### src/rtl/ictf_pkg.sv
// Package for the IMU complementary tilt filter: shared types, register codes,
// command and status structs, and the CORDIC arctangent table.
// No dependencies.
package ictf_pkg;

  localparam int CORDIC_ITER_DEF = 16;
  localparam int ATAN_TABLE_LEN  = 24;
  localparam int ATAN_IDX_W      = 5;

  localparam int GAIN_W   = 16;
  localparam int WEIGHT_W = 17;
  localparam int MAG_W    = 18;
  localparam int ANGLE_W  = 32;
  localparam int SAMPLE_W = 16;
  localparam int APB_AW   = 4;
  localparam int APB_DW   = 32;

  localparam logic [GAIN_W-1:0]   GAIN_RST     = 16'd10;
  localparam logic [WEIGHT_W-1:0] WEIGHT_RST   = 17'd64225;
  localparam logic [WEIGHT_W-1:0] WEIGHT_ONE   = 17'd65536;
  localparam logic [MAG_W-1:0]    MAG_LOW_RST  = 18'd8192;
  localparam logic [MAG_W-1:0]    MAG_HIGH_RST = 18'd32768;

  localparam logic signed [ANGLE_W-1:0] ANGLE_180 = 32'sd11796480;

  localparam logic [1:0] REG_GYRO_GAIN      = 2'd0;
  localparam logic [1:0] REG_BLEND_WEIGHT   = 2'd1;
  localparam logic [1:0] REG_MAGNITUDE_LOW  = 2'd2;
  localparam logic [1:0] REG_MAGNITUDE_HIGH = 2'd3;

  typedef struct packed {
    logic [GAIN_W-1:0]   gyro_gain;
    logic [WEIGHT_W-1:0] blend_weight;
    logic [MAG_W-1:0]    magnitude_low;
    logic [MAG_W-1:0]    magnitude_high;
  } ictf_cfg_t;

  typedef enum logic [1:0] {
    MUL_GYRO_X,
    MUL_GYRO_Y,
    MUL_W_OLD,
    MUL_W_ACC
  } ictf_mul_sel_e;

  typedef enum logic [3:0] {
    ST_IDLE,
    ST_GYRO_P,
    ST_GYRO_R,
    ST_SUM_R,
    ST_CINIT,
    ST_CITER,
    ST_BLEND_W,
    ST_BLEND_A,
    ST_BLEND_SUM,
    ST_OUT
  } ictf_state_e;

  typedef struct packed {
    logic          load_in;
    logic          mul_en;
    ictf_mul_sel_e mul_sel;
    logic          pitch_integ;
    logic          roll_integ;
    logic          cordic_init;
    logic          cordic_step;
    logic          blend_upd;
    logic          axis_roll;
    logic          out_load;
  } ictf_cmd_t;

  typedef struct packed {
    logic blend_en;
    logic iter_last;
  } ictf_status_t;

  // atan(2^-i) in degrees, Q16, rounded to nearest
  function automatic logic signed [ANGLE_W-1:0] atan_q16(input logic [ATAN_IDX_W-1:0] idx);
    logic signed [ANGLE_W-1:0] r;
    case (idx)
      5'd0:    r = 32'sd2949120;
      5'd1:    r = 32'sd1740967;
      5'd2:    r = 32'sd919879;
      5'd3:    r = 32'sd466945;
      5'd4:    r = 32'sd234379;
      5'd5:    r = 32'sd117304;
      5'd6:    r = 32'sd58666;
      5'd7:    r = 32'sd29335;
      5'd8:    r = 32'sd14668;
      5'd9:    r = 32'sd7334;
      5'd10:   r = 32'sd3667;
      5'd11:   r = 32'sd1833;
      5'd12:   r = 32'sd917;
      5'd13:   r = 32'sd458;
      5'd14:   r = 32'sd229;
      5'd15:   r = 32'sd115;
      5'd16:   r = 32'sd57;
      5'd17:   r = 32'sd29;
      5'd18:   r = 32'sd14;
      5'd19:   r = 32'sd7;
      5'd20:   r = 32'sd4;
      5'd21:   r = 32'sd2;
      5'd22:   r = 32'sd1;
      default: r = 32'sd0;
    endcase
    return r;
  endfunction

endpackage

### src/rtl/ictf_regs.sv
// APB configuration registers of the tilt filter.
// Depends on ictf_pkg.
module ictf_regs (
  input  logic                        clk_i,
  input  logic                        rst_ni,
  input  logic                        psel,
  input  logic                        penable,
  input  logic                        pwrite,
  input  logic [ictf_pkg::APB_AW-1:0] paddr,
  input  logic [ictf_pkg::APB_DW-1:0] pwdata,
  output logic [ictf_pkg::APB_DW-1:0] prdata,
  output logic                        pready,
  output ictf_pkg::ictf_cfg_t         cfg_o
);
  import ictf_pkg::*;

  logic [GAIN_W-1:0]   gain_q;
  logic [WEIGHT_W-1:0] weight_q;
  logic [MAG_W-1:0]    low_q;
  logic [MAG_W-1:0]    high_q;
  logic [1:0]          idx;
  logic                wr_en;

  assign pready = 1'b1;
  assign idx    = paddr[3:2];
  assign wr_en  = psel & penable & pwrite;

  always_ff @(posedge clk_i or negedge rst_ni) begin
    if (!rst_ni) begin
      gain_q   <= GAIN_RST;
      weight_q <= WEIGHT_RST;
      low_q    <= MAG_LOW_RST;
      high_q   <= MAG_HIGH_RST;
    end else if (wr_en) begin
      case (idx)
        REG_GYRO_GAIN:      gain_q   <= pwdata[GAIN_W-1:0];
        REG_BLEND_WEIGHT:   weight_q <= pwdata[WEIGHT_W-1:0];
        REG_MAGNITUDE_LOW:  low_q    <= pwdata[MAG_W-1:0];
        REG_MAGNITUDE_HIGH: high_q   <= pwdata[MAG_W-1:0];
        default: ;
      endcase
    end
  end

  always_comb begin
    case (idx)
      REG_GYRO_GAIN:      prdata = APB_DW'(gain_q);
      REG_BLEND_WEIGHT:   prdata = APB_DW'(weight_q);
      REG_MAGNITUDE_LOW:  prdata = APB_DW'(low_q);
      REG_MAGNITUDE_HIGH: prdata = APB_DW'(high_q);
      default:            prdata = '0;
    endcase
  end

  assign cfg_o.gyro_gain      = gain_q;
  assign cfg_o.blend_weight   = weight_q;
  assign cfg_o.magnitude_low  = low_q;
  assign cfg_o.magnitude_high = high_q;

endmodule

### src/rtl/ictf_ctrl.sv
// Sequencing state machine of the tilt filter: handshakes and datapath commands.
// Depends on ictf_pkg.
module ictf_ctrl (
  input  logic                   clk_i,
  input  logic                   rst_ni,
  input  logic                   in_valid_i,
  output logic                   in_stall_o,
  output logic                   out_valid_o,
  input  logic                   out_stall_i,
  input  ictf_pkg::ictf_status_t status_i,
  output ictf_pkg::ictf_cmd_t    cmd_o
);
  import ictf_pkg::*;

  ictf_state_e state_q, state_d;
  logic        axis_q, axis_d;
  logic        out_valid_q, out_valid_d;
  logic        out_free;

  assign out_free = !out_valid_q || !out_stall_i;

  always_ff @(posedge clk_i or negedge rst_ni) begin
    if (!rst_ni) begin
      state_q     <= ST_IDLE;
      axis_q      <= 1'b0;
      out_valid_q <= 1'b0;
    end else begin
      state_q     <= state_d;
      axis_q      <= axis_d;
      out_valid_q <= out_valid_d;
    end
  end

  always_comb begin
    state_d = state_q;
    axis_d  = axis_q;
    case (state_q)
      ST_IDLE:   if (in_valid_i) state_d = ST_GYRO_P;
      ST_GYRO_P: state_d = ST_GYRO_R;
      ST_GYRO_R: state_d = ST_SUM_R;
      ST_SUM_R: begin
        axis_d  = 1'b0;
        state_d = status_i.blend_en ? ST_CINIT : ST_OUT;
      end
      ST_CINIT:   state_d = ST_CITER;
      ST_CITER:   if (status_i.iter_last) state_d = ST_BLEND_W;
      ST_BLEND_W: state_d = ST_BLEND_A;
      ST_BLEND_A: state_d = ST_BLEND_SUM;
      ST_BLEND_SUM: begin
        if (axis_q) begin
          state_d = ST_OUT;
        end else begin
          axis_d  = 1'b1;
          state_d = ST_CINIT;
        end
      end
      ST_OUT:  if (out_free) state_d = ST_IDLE;
      default: state_d = ST_IDLE;
    endcase
  end

  always_comb begin
    cmd_o           = '0;
    cmd_o.mul_sel   = MUL_GYRO_X;
    cmd_o.axis_roll = axis_q;
    in_stall_o      = 1'b1;
    case (state_q)
      ST_IDLE: begin
        in_stall_o    = 1'b0;
        cmd_o.load_in = in_valid_i;
      end
      ST_GYRO_P: begin
        cmd_o.mul_en  = 1'b1;
        cmd_o.mul_sel = MUL_GYRO_X;
      end
      ST_GYRO_R: begin
        cmd_o.mul_en      = 1'b1;
        cmd_o.mul_sel     = MUL_GYRO_Y;
        cmd_o.pitch_integ = 1'b1;
      end
      ST_SUM_R: cmd_o.roll_integ  = 1'b1;
      ST_CINIT: cmd_o.cordic_init = 1'b1;
      ST_CITER: cmd_o.cordic_step = 1'b1;
      ST_BLEND_W: begin
        cmd_o.mul_en  = 1'b1;
        cmd_o.mul_sel = MUL_W_OLD;
      end
      ST_BLEND_A: begin
        cmd_o.mul_en  = 1'b1;
        cmd_o.mul_sel = MUL_W_ACC;
      end
      ST_BLEND_SUM: cmd_o.blend_upd = 1'b1;
      ST_OUT:       cmd_o.out_load  = out_free;
      default: ;
    endcase
  end

  always_comb begin
    out_valid_d = out_valid_q;
    if (cmd_o.out_load) begin
      out_valid_d = 1'b1;
    end else if (!out_stall_i) begin
      out_valid_d = 1'b0;
    end
  end

  assign out_valid_o = out_valid_q;

endmodule

### src/rtl/ictf_dp.sv
// Datapath of the tilt filter: sample registers, shared multiplier, angle state,
// iterative CORDIC and result registers. Depends on ictf_pkg.
module ictf_dp #(
  parameter int CORDIC_ITERATIONS = ictf_pkg::CORDIC_ITER_DEF
) (
  input  logic                                 clk_i,
  input  logic                                 rst_ni,
  input  ictf_pkg::ictf_cfg_t                  cfg_i,
  input  ictf_pkg::ictf_cmd_t                  cmd_i,
  output ictf_pkg::ictf_status_t               status_o,
  input  logic signed [ictf_pkg::SAMPLE_W-1:0] accel_x_i,
  input  logic signed [ictf_pkg::SAMPLE_W-1:0] accel_y_i,
  input  logic signed [ictf_pkg::SAMPLE_W-1:0] accel_z_i,
  input  logic signed [ictf_pkg::SAMPLE_W-1:0] gyro_x_i,
  input  logic signed [ictf_pkg::SAMPLE_W-1:0] gyro_y_i,
  output logic signed [ictf_pkg::ANGLE_W-1:0]  pitch_out_o,
  output logic signed [ictf_pkg::ANGLE_W-1:0]  roll_out_o,
  output logic                                 accel_blended_o
);
  import ictf_pkg::*;

  localparam int NUM_ITER = (CORDIC_ITERATIONS > ATAN_TABLE_LEN) ? ATAN_TABLE_LEN
                                                                 : CORDIC_ITERATIONS;
  localparam int IW   = $clog2(NUM_ITER);
  localparam int CW   = 34;
  localparam int PW   = 50;
  localparam int SW   = PW + 1;
  localparam int PRE  = 14;

  logic signed [SAMPLE_W-1:0] ax_q, ay_q, az_q, gx_q, gy_q;
  logic signed [ANGLE_W-1:0]  pitch_q, roll_q;
  logic signed [PW-1:0]       prod_q, hold_q;
  logic signed [CW-1:0]       x_q, y_q;
  logic signed [ANGLE_W-1:0]  z_q;
  logic                       zero_q;
  logic [IW-1:0]              iter_q;
  logic signed [ANGLE_W-1:0]  pitch_out_q, roll_out_q;
  logic                       blended_q;

  logic [16:0]                abs_x, abs_y, abs_z;
  logic [MAG_W-1:0]           mag;
  logic [WEIGHT_W-1:0]        w_c;
  logic signed [31:0]         mul_a;
  logic signed [17:0]         mul_b;
  logic signed [PW-1:0]       product;
  logic signed [SW-1:0]       pitch_sum, roll_sum, blend_sum;
  logic signed [ANGLE_W-1:0]  pitch_sat, roll_sat;
  logic signed [SAMPLE_W-1:0] yin, xin;
  logic signed [CW-1:0]       x0, y0, xs, ys;
  logic signed [ANGLE_W-1:0]  t_i;

  function automatic logic [16:0] abs16(input logic [SAMPLE_W-1:0] v);
    return v[SAMPLE_W-1] ? (17'd0 - {1'b1, v}) : {1'b0, v};
  endfunction

  function automatic logic signed [ANGLE_W-1:0] sat32(input logic signed [SW-1:0] v);
    logic signed [SW-1:0] hi, lo;
    hi = SW'(64'sh7FFF_FFFF);
    lo = -SW'(64'sh8000_0000);
    if (v > hi) return 32'sh7FFF_FFFF;
    if (v < lo) return 32'sh8000_0000;
    return v[ANGLE_W-1:0];
  endfunction

  // accelerometer magnitude gate
  assign abs_x = abs16(ax_q);
  assign abs_y = abs16(ay_q);
  assign abs_z = abs16(az_q);
  assign mag   = MAG_W'(abs_x) + MAG_W'(abs_y) + MAG_W'(abs_z);
  assign status_o.blend_en  = (mag > cfg_i.magnitude_low) && (mag < cfg_i.magnitude_high);
  assign status_o.iter_last = (iter_q == IW'(NUM_ITER - 1));

  assign w_c = (cfg_i.blend_weight > WEIGHT_ONE) ? WEIGHT_ONE : cfg_i.blend_weight;

  // shared multiplier
  always_comb begin
    case (cmd_i.mul_sel)
      MUL_GYRO_X: begin
        mul_a = {{(32 - SAMPLE_W){gx_q[SAMPLE_W-1]}}, gx_q};
        mul_b = {2'b00, cfg_i.gyro_gain};
      end
      MUL_GYRO_Y: begin
        mul_a = {{(32 - SAMPLE_W){gy_q[SAMPLE_W-1]}}, gy_q};
        mul_b = {2'b00, cfg_i.gyro_gain};
      end
      MUL_W_OLD: begin
        mul_a = cmd_i.axis_roll ? roll_q : pitch_q;
        mul_b = {1'b0, w_c};
      end
      MUL_W_ACC: begin
        mul_a = zero_q ? '0 : z_q;
        mul_b = {1'b0, WEIGHT_ONE - w_c};
      end
      default: begin
        mul_a = '0;
        mul_b = '0;
      end
    endcase
  end

  assign product = mul_a * mul_b;

  assign pitch_sum = {{(SW - ANGLE_W){pitch_q[ANGLE_W-1]}}, pitch_q} + {prod_q[PW-1], prod_q};
  assign roll_sum  = {{(SW - ANGLE_W){roll_q[ANGLE_W-1]}}, roll_q} + {prod_q[PW-1], prod_q};
  assign pitch_sat = sat32(pitch_sum);
  assign roll_sat  = sat32(roll_sum);
  assign blend_sum = {hold_q[PW-1], hold_q} + {prod_q[PW-1], prod_q} + SW'(32768);

  // CORDIC operands: pitch is atan2(ay, az), roll is atan2(ax, az)
  assign xin = az_q;
  assign yin = cmd_i.axis_roll ? ax_q : ay_q;
  assign x0  = {{(CW - SAMPLE_W - PRE){xin[SAMPLE_W-1]}}, xin, {PRE{1'b0}}};
  assign y0  = {{(CW - SAMPLE_W - PRE){yin[SAMPLE_W-1]}}, yin, {PRE{1'b0}}};
  assign xs  = x_q >>> iter_q;
  assign ys  = y_q >>> iter_q;
  assign t_i = atan_q16(ATAN_IDX_W'(iter_q));

  always_ff @(posedge clk_i or negedge rst_ni) begin
    if (!rst_ni) begin
      pitch_q <= '0;
      roll_q  <= '0;
      iter_q  <= '0;
    end else begin
      if (cmd_i.pitch_integ) begin
        pitch_q <= pitch_sat;
      end
      if (cmd_i.roll_integ) begin
        roll_q <= roll_sat;
      end
      if (cmd_i.blend_upd) begin
        if (cmd_i.axis_roll) begin
          roll_q <= blend_sum[ANGLE_W+15:16];
        end else begin
          pitch_q <= blend_sum[ANGLE_W+15:16];
        end
      end
      if (cmd_i.cordic_init) begin
        iter_q <= '0;
      end else if (cmd_i.cordic_step) begin
        iter_q <= iter_q + 1'b1;
      end
    end
  end

  always_ff @(posedge clk_i) begin
    if (cmd_i.load_in) begin
      ax_q <= accel_x_i;
      ay_q <= accel_y_i;
      az_q <= accel_z_i;
      gx_q <= gyro_x_i;
      gy_q <= gyro_y_i;
    end
    if (cmd_i.mul_en) begin
      prod_q <= product;
      hold_q <= prod_q;
    end
    if (cmd_i.cordic_init) begin
      zero_q <= (xin == '0) && (yin == '0);
      if (xin[SAMPLE_W-1]) begin
        x_q <= -x0;
        y_q <= -y0;
        z_q <= yin[SAMPLE_W-1] ? -ANGLE_180 : ANGLE_180;
      end else begin
        x_q <= x0;
        y_q <= y0;
        z_q <= '0;
      end
    end else if (cmd_i.cordic_step) begin
      if (!y_q[CW-1]) begin
        x_q <= x_q + ys;
        y_q <= y_q - xs;
        z_q <= z_q + t_i;
      end else begin
        x_q <= x_q - ys;
        y_q <= y_q + xs;
        z_q <= z_q - t_i;
      end
    end
    if (cmd_i.out_load) begin
      pitch_out_q <= pitch_q;
      roll_out_q  <= roll_q;
      blended_q   <= status_o.blend_en;
    end
  end

  assign pitch_out_o     = pitch_out_q;
  assign roll_out_o      = roll_out_q;
  assign accel_blended_o = blended_q;

endmodule

### src/rtl/imu_complementary_tilt_filter.sv
// Top level of the IMU complementary tilt filter: registers, controller, datapath.
// Depends on ictf_pkg, ictf_regs, ictf_ctrl and ictf_dp.
//
// Complementary pitch/roll filter. Each input beat is one IMU sample; each sample
// gives one output beat with the updated pitch and roll angles (degrees, signed
// Q16.16) and a flag telling whether the accelerometer correction was applied.
// Gyro rates are integrated with saturation; when |ax|+|ay|+|az| lies strictly
// between magnitude_low and magnitude_high, both angles are blended with
// accelerometer angles from an iterative CORDIC (pitch from atan2(ay,az), roll
// from atan2(ax,az)). The CORDIC does one rotation per cycle for each axis in
// turn, and the gyro and blend products share the single multiplier. The next
// sample is accepted once the previous result is loaded into the output register;
// a stalled output register holds the filter until it drains. Angles reset to
// zero; registers sit at byte addresses 0, 4, 8 and 12 on the APB port.
module imu_complementary_tilt_filter #(
  parameter int CORDIC_ITERATIONS = ictf_pkg::CORDIC_ITER_DEF
) (
  input  logic                                 clk_i,
  input  logic                                 rst_ni,
  input  logic                                 psel,
  input  logic                                 penable,
  input  logic                                 pwrite,
  input  logic [ictf_pkg::APB_AW-1:0]          paddr,
  input  logic [ictf_pkg::APB_DW-1:0]          pwdata,
  output logic [ictf_pkg::APB_DW-1:0]          prdata,
  output logic                                 pready,
  input  logic                                 in_valid_i,
  output logic                                 in_stall_o,
  input  logic signed [ictf_pkg::SAMPLE_W-1:0] accel_x_i,
  input  logic signed [ictf_pkg::SAMPLE_W-1:0] accel_y_i,
  input  logic signed [ictf_pkg::SAMPLE_W-1:0] accel_z_i,
  input  logic signed [ictf_pkg::SAMPLE_W-1:0] gyro_x_i,
  input  logic signed [ictf_pkg::SAMPLE_W-1:0] gyro_y_i,
  output logic                                 out_valid_o,
  input  logic                                 out_stall_i,
  output logic signed [ictf_pkg::ANGLE_W-1:0]  pitch_out_o,
  output logic signed [ictf_pkg::ANGLE_W-1:0]  roll_out_o,
  output logic                                 accel_blended_o
);
  import ictf_pkg::*;

  ictf_cfg_t    cfg;
  ictf_cmd_t    cmd;
  ictf_status_t status;

  ictf_regs u_regs (
    .clk_i   (clk_i),
    .rst_ni  (rst_ni),
    .psel    (psel),
    .penable (penable),
    .pwrite  (pwrite),
    .paddr   (paddr),
    .pwdata  (pwdata),
    .prdata  (prdata),
    .pready  (pready),
    .cfg_o   (cfg)
  );

  ictf_ctrl u_ctrl (
    .clk_i       (clk_i),
    .rst_ni      (rst_ni),
    .in_valid_i  (in_valid_i),
    .in_stall_o  (in_stall_o),
    .out_valid_o (out_valid_o),
    .out_stall_i (out_stall_i),
    .status_i    (status),
    .cmd_o       (cmd)
  );

  ictf_dp #(
    .CORDIC_ITERATIONS (CORDIC_ITERATIONS)
  ) u_dp (
    .clk_i           (clk_i),
    .rst_ni          (rst_ni),
    .cfg_i           (cfg),
    .cmd_i           (cmd),
    .status_o        (status),
    .accel_x_i       (accel_x_i),
    .accel_y_i       (accel_y_i),
    .accel_z_i       (accel_z_i),
    .gyro_x_i        (gyro_x_i),
    .gyro_y_i        (gyro_y_i),
    .pitch_out_o     (pitch_out_o),
    .roll_out_o      (roll_out_o),
    .accel_blended_o (accel_blended_o)
  );

endmodule
### config.mk
export PLATFORM = sky130hd
export DESIGN_NAME = imu_complementary_tilt_filter
export DESIGN_NICKNAME = d
export VERILOG_FILES = /design/src/rtl/ictf_pkg.sv /design/src/rtl/ictf_regs.sv /design/src/rtl/ictf_ctrl.sv /design/src/rtl/ictf_dp.sv /design/src/rtl/imu_complementary_tilt_filter.sv
export SDC_FILE = /design/constraint.sdc
export NUM_CORES = 2
export LEC_CHECK = 0
export BUFFER_PORTS_ARGS = -buffer_cell sky130_fd_sc_hd__clkbuf_2
export CAP_MARGIN = 20
export CORE_UTILIZATION = 50
export CTS_CLUSTER_DIAMETER = 100
export DETAILED_ROUTE_END_ITERATION = 12
export GPL_TIMING_DRIVEN = 1
export HOLD_SLACK_MARGIN = 0.08
export PLACE_DENSITY = 0.68
export SLEW_MARGIN = 10
export SYNTH_ARGS = -nofsm -noshare
export SYNTH_HDL_FRONTEND = slang
export SYNTH_SLANG_ARGS = --single-unit
### constraint.sdc
create_clock -name clk_i -period 8.8 [get_ports clk_i]
set_clock_uncertainty 0.1 [all_clocks]
set_input_delay 1.76 -clock clk_i [delete_from_list [all_inputs] [get_ports clk_i]]
set_output_delay 1.76 -clock clk_i [all_outputs]
set_load 0.05 [all_outputs]
# After elaboration in Yosys (flattened, before gate mapping)
# Memories as Yosys holds them, arrays and structs flattened.
# Cells that the tools add are included.
[classes] add_sub_neg=19 multipliers=1 order_cmp=7 n_eq_ne=20 shift=2 n_mux=63 bitwise_logic=2 reduce_logical=18
[op_table] cell="2-to-1 mux 32 bit" n=21
[op_table] cell="2-to-1 mux 34 bit" n=8
[op_table] cell="case mux 32 bit (4 select lines)" n=2
[op_table] cell="adder 32 x 50 -> 51 bit" n=2
[op_table] cell="> comparator 51 x 32 -> 1 bit, second input constant" n=2
[op_table] cell="< comparator 51 x 32 -> 1 bit, second input constant" n=2
[op_table] cell="adder 34 bit" n=2
[op_table] cell="2-to-1 mux 17 bit" n=4
[op_table] cell="negation 30 -> 34 bit" n=2
[op_table] cell=">>> shifter 34 x 4 -> 34 bit" n=2
[op_table] cell="subtractor 34 bit" n=2
[op_table] cell="case mux 18 bit (3 select lines)" n=1
[op_table] cell="subtractor 1 x 17 -> 17 bit, first input constant" n=3
[op_table] cell="multiplier 32 x 18 -> 50 bit" n=1
[op_table] cell="adder 48 x 16 -> 48 bit, second input constant" n=1
[op_table] cell="adder 48 bit" n=1
[op_table] cell="case mux 4 bit (10 select lines)" n=1
[op_table] cell="adder 32 bit" n=1
[op_table] cell="logical NOT 16 bit" n=2
[op_table] cell="subtractor 32 bit" n=1
[op_table] cell="2-to-1 mux 4 bit" n=7
[op_table] cell="adder 17 x 17 -> 18 bit" n=1
[op_table] cell="adder 18 x 17 -> 18 bit" n=1
[op_table] cell="> comparator 18 bit" n=1
[op_table] cell="other kinds (26)" n=61
[word_totals] register_bits=487 rom_bits=352 inputBits=123 output_inout_bits=100 word_cells=157 n_memories=1
[mem_list] memory="(no name shown)" words=16 width=22 read_ports=1 rd_clocked_by_memory_dff=0 write_ports=0 line="ictf_pkg.sv:79" rtl="case (idx)"

# Longest topological paths before layout
[depth] word_depth=9 mapped_depth=40 mapped_depth_nobuf=39

# Cells and area by module
# Synthesis repeated with hierarchy kept, for this count alone.
[unflattened] hier_cells=6436 area_unflattened_um2=59812.4
[by_module_without_submodules] mod="ictf_dp" instances=1 cells_per_inst=6180 area_each_um2=56121.3 seq_area_each_um2=12031.5
[by_module_without_submodules] mod="ictf_regs" instances=1 cells_per_inst=194 area_each_um2=3195.6 seq_area_each_um2=1744.2
[by_module_without_submodules] mod="ictf_ctrl" instances=1 cells_per_inst=62 area_each_um2=495.5 seq_area_each_um2=150.1

# Worst setup path before layout
# Ideal clock, no wire load.
[synth_timing] path_kind="register -> register" startpoint="reg u_regs.weight_q[2]" endpoint="reg u_dp.prod_q[48] (data pin)" setup_ns=0.258 t_arrival_ns=9.087 required_ns=8.442 path_slack_ns=-0.645 stages_incl_launch_ff=39 n_path_buf=1 synth_period_minus_slack_ns=9.445 cell_sequence="dfrtp_1 -> nor4_1 -> nor3b_1 -> and2_1 -> nand2_1 -> o21ai_1 -> nand2_1 -> ha_1 -> o21ai_0 -> o21bai_1 -> o21ai_0 -> a21oi_1 -> a31oi_1 -> o21ai_1 -> clkbuf_1 -> nand2_1 -> fa_1 -> inv_1 -> [3 not listed] -> fa_1 -> inv_1 -> fa_1 -> inv_1 -> ha_1 -> a21o_1 -> a21oi_1 -> o21ai_0 -> nor2_1 -> nand2_1 -> o32a_1 -> a41oi_1 -> o211a_1 -> nor4_1 -> o41ai_1 -> o21bai_1 -> a21oi_1 -> xnor2_1"
[synth_via] elab_chain_len=5
[synth_lines] item="from (decl)" line="ictf_regs.sv:18" rtl="logic [WEIGHT_W-1:0] weight_q;"
[synth_lines] item="from (signal assigned)" line="ictf_regs.sv:37" rtl="REG_BLEND_WEIGHT: weight_q <= pwdata[WEIGHT_W-1:0];"
[synth_lines] item="> comparator 17 bit" line="ictf_dp.sv:73" rtl="assign w_c = (cfg_i.blend_weight > WEIGHT_ONE) ? WEIGHT_ONE : cfg_i.blend_weight;"
[synth_lines] item="2-to-1 mux 17 bit *" line="ictf_dp.sv:73"
[synth_lines] item="subtractor 17 bit" line="ictf_dp.sv:92" rtl="mul_b = {1'b0, WEIGHT_ONE - w_c};"
[synth_lines] item="case mux 18 bit (3 select lines) *" line="ictf_dp.sv:77" rtl="case (cmd_i.mul_sel)"
[synth_lines] item="multiplier 32 x 18 -> 50 bit *" line="ictf_dp.sv:101" rtl="assign product = mul_a * mul_b;"
[synth_lines] item="net u_dp.product[48]" line="ictf_dp.sv:45" rtl="logic signed [PW-1:0] product;"
[synth_lines] item="to (signal assigned)" line="ictf_dp.sv:154" rtl="prod_q <= product;"
[synth_lines] item="to (decl)" line="ictf_dp.sv:32" rtl="logic signed [PW-1:0] prod_q, hold_q;"
# Mark *: on every way through the listed nets, which the timed path passes. The rest lies on a longest branch. The select of a mux whose other input is x is not followed.
# A chain may end at the register's enable or synchronous reset.

# Final worst setup path
# Same ends and word-level chain as after synthesis.

==> impl_metrics.toml <==
[status]
outcome = "finished with violations"
violations = "negative setup slack"

[final_layout]
final_common_cell = "inv_1"
area_growth_pct = 13.12
stdcell_area_um2 = 67120
finalNonFillerCells = 8348
nets = 7899
multi_input_area_um2 = 42420
drive_gt1_share_pct = 15.87
fill_cells = 10270
layout_common_cells = "inv_1, nand2_1, nor2_1"
ff_latch_area_um2 = 13940
n_antenna_cell = 0

[yosys]
synth_top_area_cell = "fa_1"
ys.flop_type = "edfxtp_1"
synth_edf_count = 344
synth_area_leaders = "fa_1, edfxtp_1, ha_1"
syn_area_um2 = 59330
ys_async_sr_fraction_pct = 29.36
synth_top_cell_area_share_pct = 18.36
synth_seq_cells = 487
yosys_warnings = 0
post_synth_num_cell_types = 100
avgSynthCellArea_um2 = 9.193
synthCells = 6454
yosysSeqAreaShare_pct = 23.47

[drt]
wire_per_inst_um = 21.79
firstDrtPassIters = 7
drcViolationCount = 0
route.vias.total = 49580
avgViaCountPerCell = 5.940
detail-route-antenna-nets = 0
drt-total-wl_mm = 181.9
drt_iter0_markers = 4675

[global_routing]
grt_pass1_vias = 48500
grt_max_degree = 74
grt_pass1_wl_mm = 279.5
grt-ovfl-total = 0
grt_usage_pct = 29.92
antenna_found_initial = 0

[hold_path]
min_from = "u_regs.high_q[2]"
holdPathEnd = "u_regs.high_q[2]"
hold_path.class = "flop to flop"
hold_depth = 1

[setup_path]
path_max_fanout = 6
worstReg2RegEnd = "u_dp.prod_q[48]"
rrSetupSlack_ps = -60
r2r-start = "u_regs.weight_q[2]"
slowest_stage = "fa_1"
slowest_delay_ps = 540
crit_required_ps = 9100
critPathBufInv = 8
critPathKind = "flop to flop"
end_kind = "flop"
startpoint_type = "flop"
ff2ff_path_depth = 39
critPathTopFamily = "adder cells"
worst_path_most_repeated_cell = "fa_1"
arrival_ps = 9170

[placed_design]
post-place-ws_ps = -827.0
dp_cells = 8202
portBuffers = 191
dpl_cell_area_um2 = 63870
place.gp.congestion = 0.9884
place_hpwl_mm = 144.8

[floorplanning]
rows = 126
fp.dieW_um = 346.5
initial_utilization_pct = 50.31
coreArea_um2 = 117900
io_pins = 223
die_area_um2 = 120000
die_h_um = 346.5

[clock_tree]
cts_buffer_depth = 3
cts-htree-levels = 2
clock-root-buffer = "clkbuf_16"
insertion_delay_ps = 700
clkTransAtPathRegs_ps = 70
tritoncts = "built"
clock_sinks = 487
cts_made_buffers = 59

[sta]
period_share_pct = 100.7
min_period_ps = 8863
tightest_slew_ps = 1092
rsz0062_at_grt = "yes"
slew_viol_final = 0
whs_ps = 427.9
finalHoldViolCount = 0
fmax_mhz = 112.8
fin_ws_ps = -63.13
slew_headroom_pct = 26.91
finalSetupViolations = 2

[run]
maxCapViolations = 0
worst max-delay path by stage:
stage / endpoint / slack (ps) / startpoint / cells past startpoint
after floorplan: u_dp.prod_q[49] / 3 / u_regs.weight_q[3] / 34
after global placement: u_dp.prod_q[49] / -670 / u_regs.weight_q[3] / 38
after detailed placement: u_dp.prod_q[49] / -830 / u_regs.weight_q[3] / 36
after CTS: u_dp.prod_q[49] / -110 / u_regs.weight_q[3] / 39
after global routing: u_dp.prod_q[49] / -430 / u_regs.weight_q[2] / 38
final: u_dp.prod_q[48] / -60 / u_regs.weight_q[2] / 39
state kept, by name (all words and copies together), names as in the netlist, 34 cells and up:
signal / cells
u_dp.prod_q: 50
u_dp.hold_q: 48
u_dp.x_q: 34
u_dp.y_q: 34
cells in the mapped netlist (20+ instances only):
library cell,n
dfrtp_1,129
o21ai_0,272
a211oi_1,43
mux2i_1,60
or2_2,20
clkbuf_1,217
a21o_1,161
and2_1,57
inv_1,728
xor2_1,150
and3_1,53
fa_1,544
or3_1,26
mux2_2,101
a31oi_1,53
a221oi_1,33
o21bai_1,39
nand2b_1,77
a21oi_1,417
mux4_2,81
nor3_1,94
nand2_1,708
o211ai_1,25
edfxtp_1,344
nor2b_1,53
ha_1,471
o21a_1,48
o31ai_1,42
nor2_1,587
buf_2,24
xnor2_1,259
nand3_1,93
buf_1,26
nand4_1,48
cells by family (layout without fill, tap and decap cells):
group | count (synthesis) | in the layout | synth area share [%]
adders and majority gates | 1015 | 1015 | 28.29
buffers and inverters | 1021 | 1363 | 6.681
DFF | 487 | 487 | 23.47
AOI/OAI and AO/OA | 1369 | 1369 | 14.94
xor gates and xnor gates | 409 | 409 | 6.038
other | 2 | 18 | 0.01266
muxes | 242 | 242 | 6.004
and+or+nand+nor | 1909 | 1909 | 14.57
through the flow:
stage / TNS [ps] / utilization [%]
after floorplan: 0 / -
after global placement: -5055 / 54.14
after detailed placement: -7306 / 54.16
after CTS: -206.6 / 56.45
after global routing: -3365 / 56.91
final: -113.7 / 56.91
timing repair:
action                                  CTS  global route
gates cloned                              2             2
resized for setup                        92            85
buffers inserted                         11            22
hold buffers                              0             0
endpoints found under the setup margin   18            18
pin swaps                                76           132
layout make-up:
class / count / share of cell area [%]
sequential: 487 / 20.77
multi-input combinational: 4962 / 63.20
clock inverter: 43 / 0.8911
timing repair buffer: 520 / 5.871
clock buffer: 69 / 2.300
tap: 1536 / 2.863
inverter: 731 / 4.099
layer usage:
layer	global-route usage, %	vias to the layer above	share of wire (%)
met2	46.02	2172	44
met3	5.157	321	9.1
li1	-	22790	-
met1	42.37	24300	43
met5	0	-	0
met4	10.60	0	3.9
Power is not shown: default switching activity piles up to over one toggle a cycle in this logic, so the estimate is an artifact.
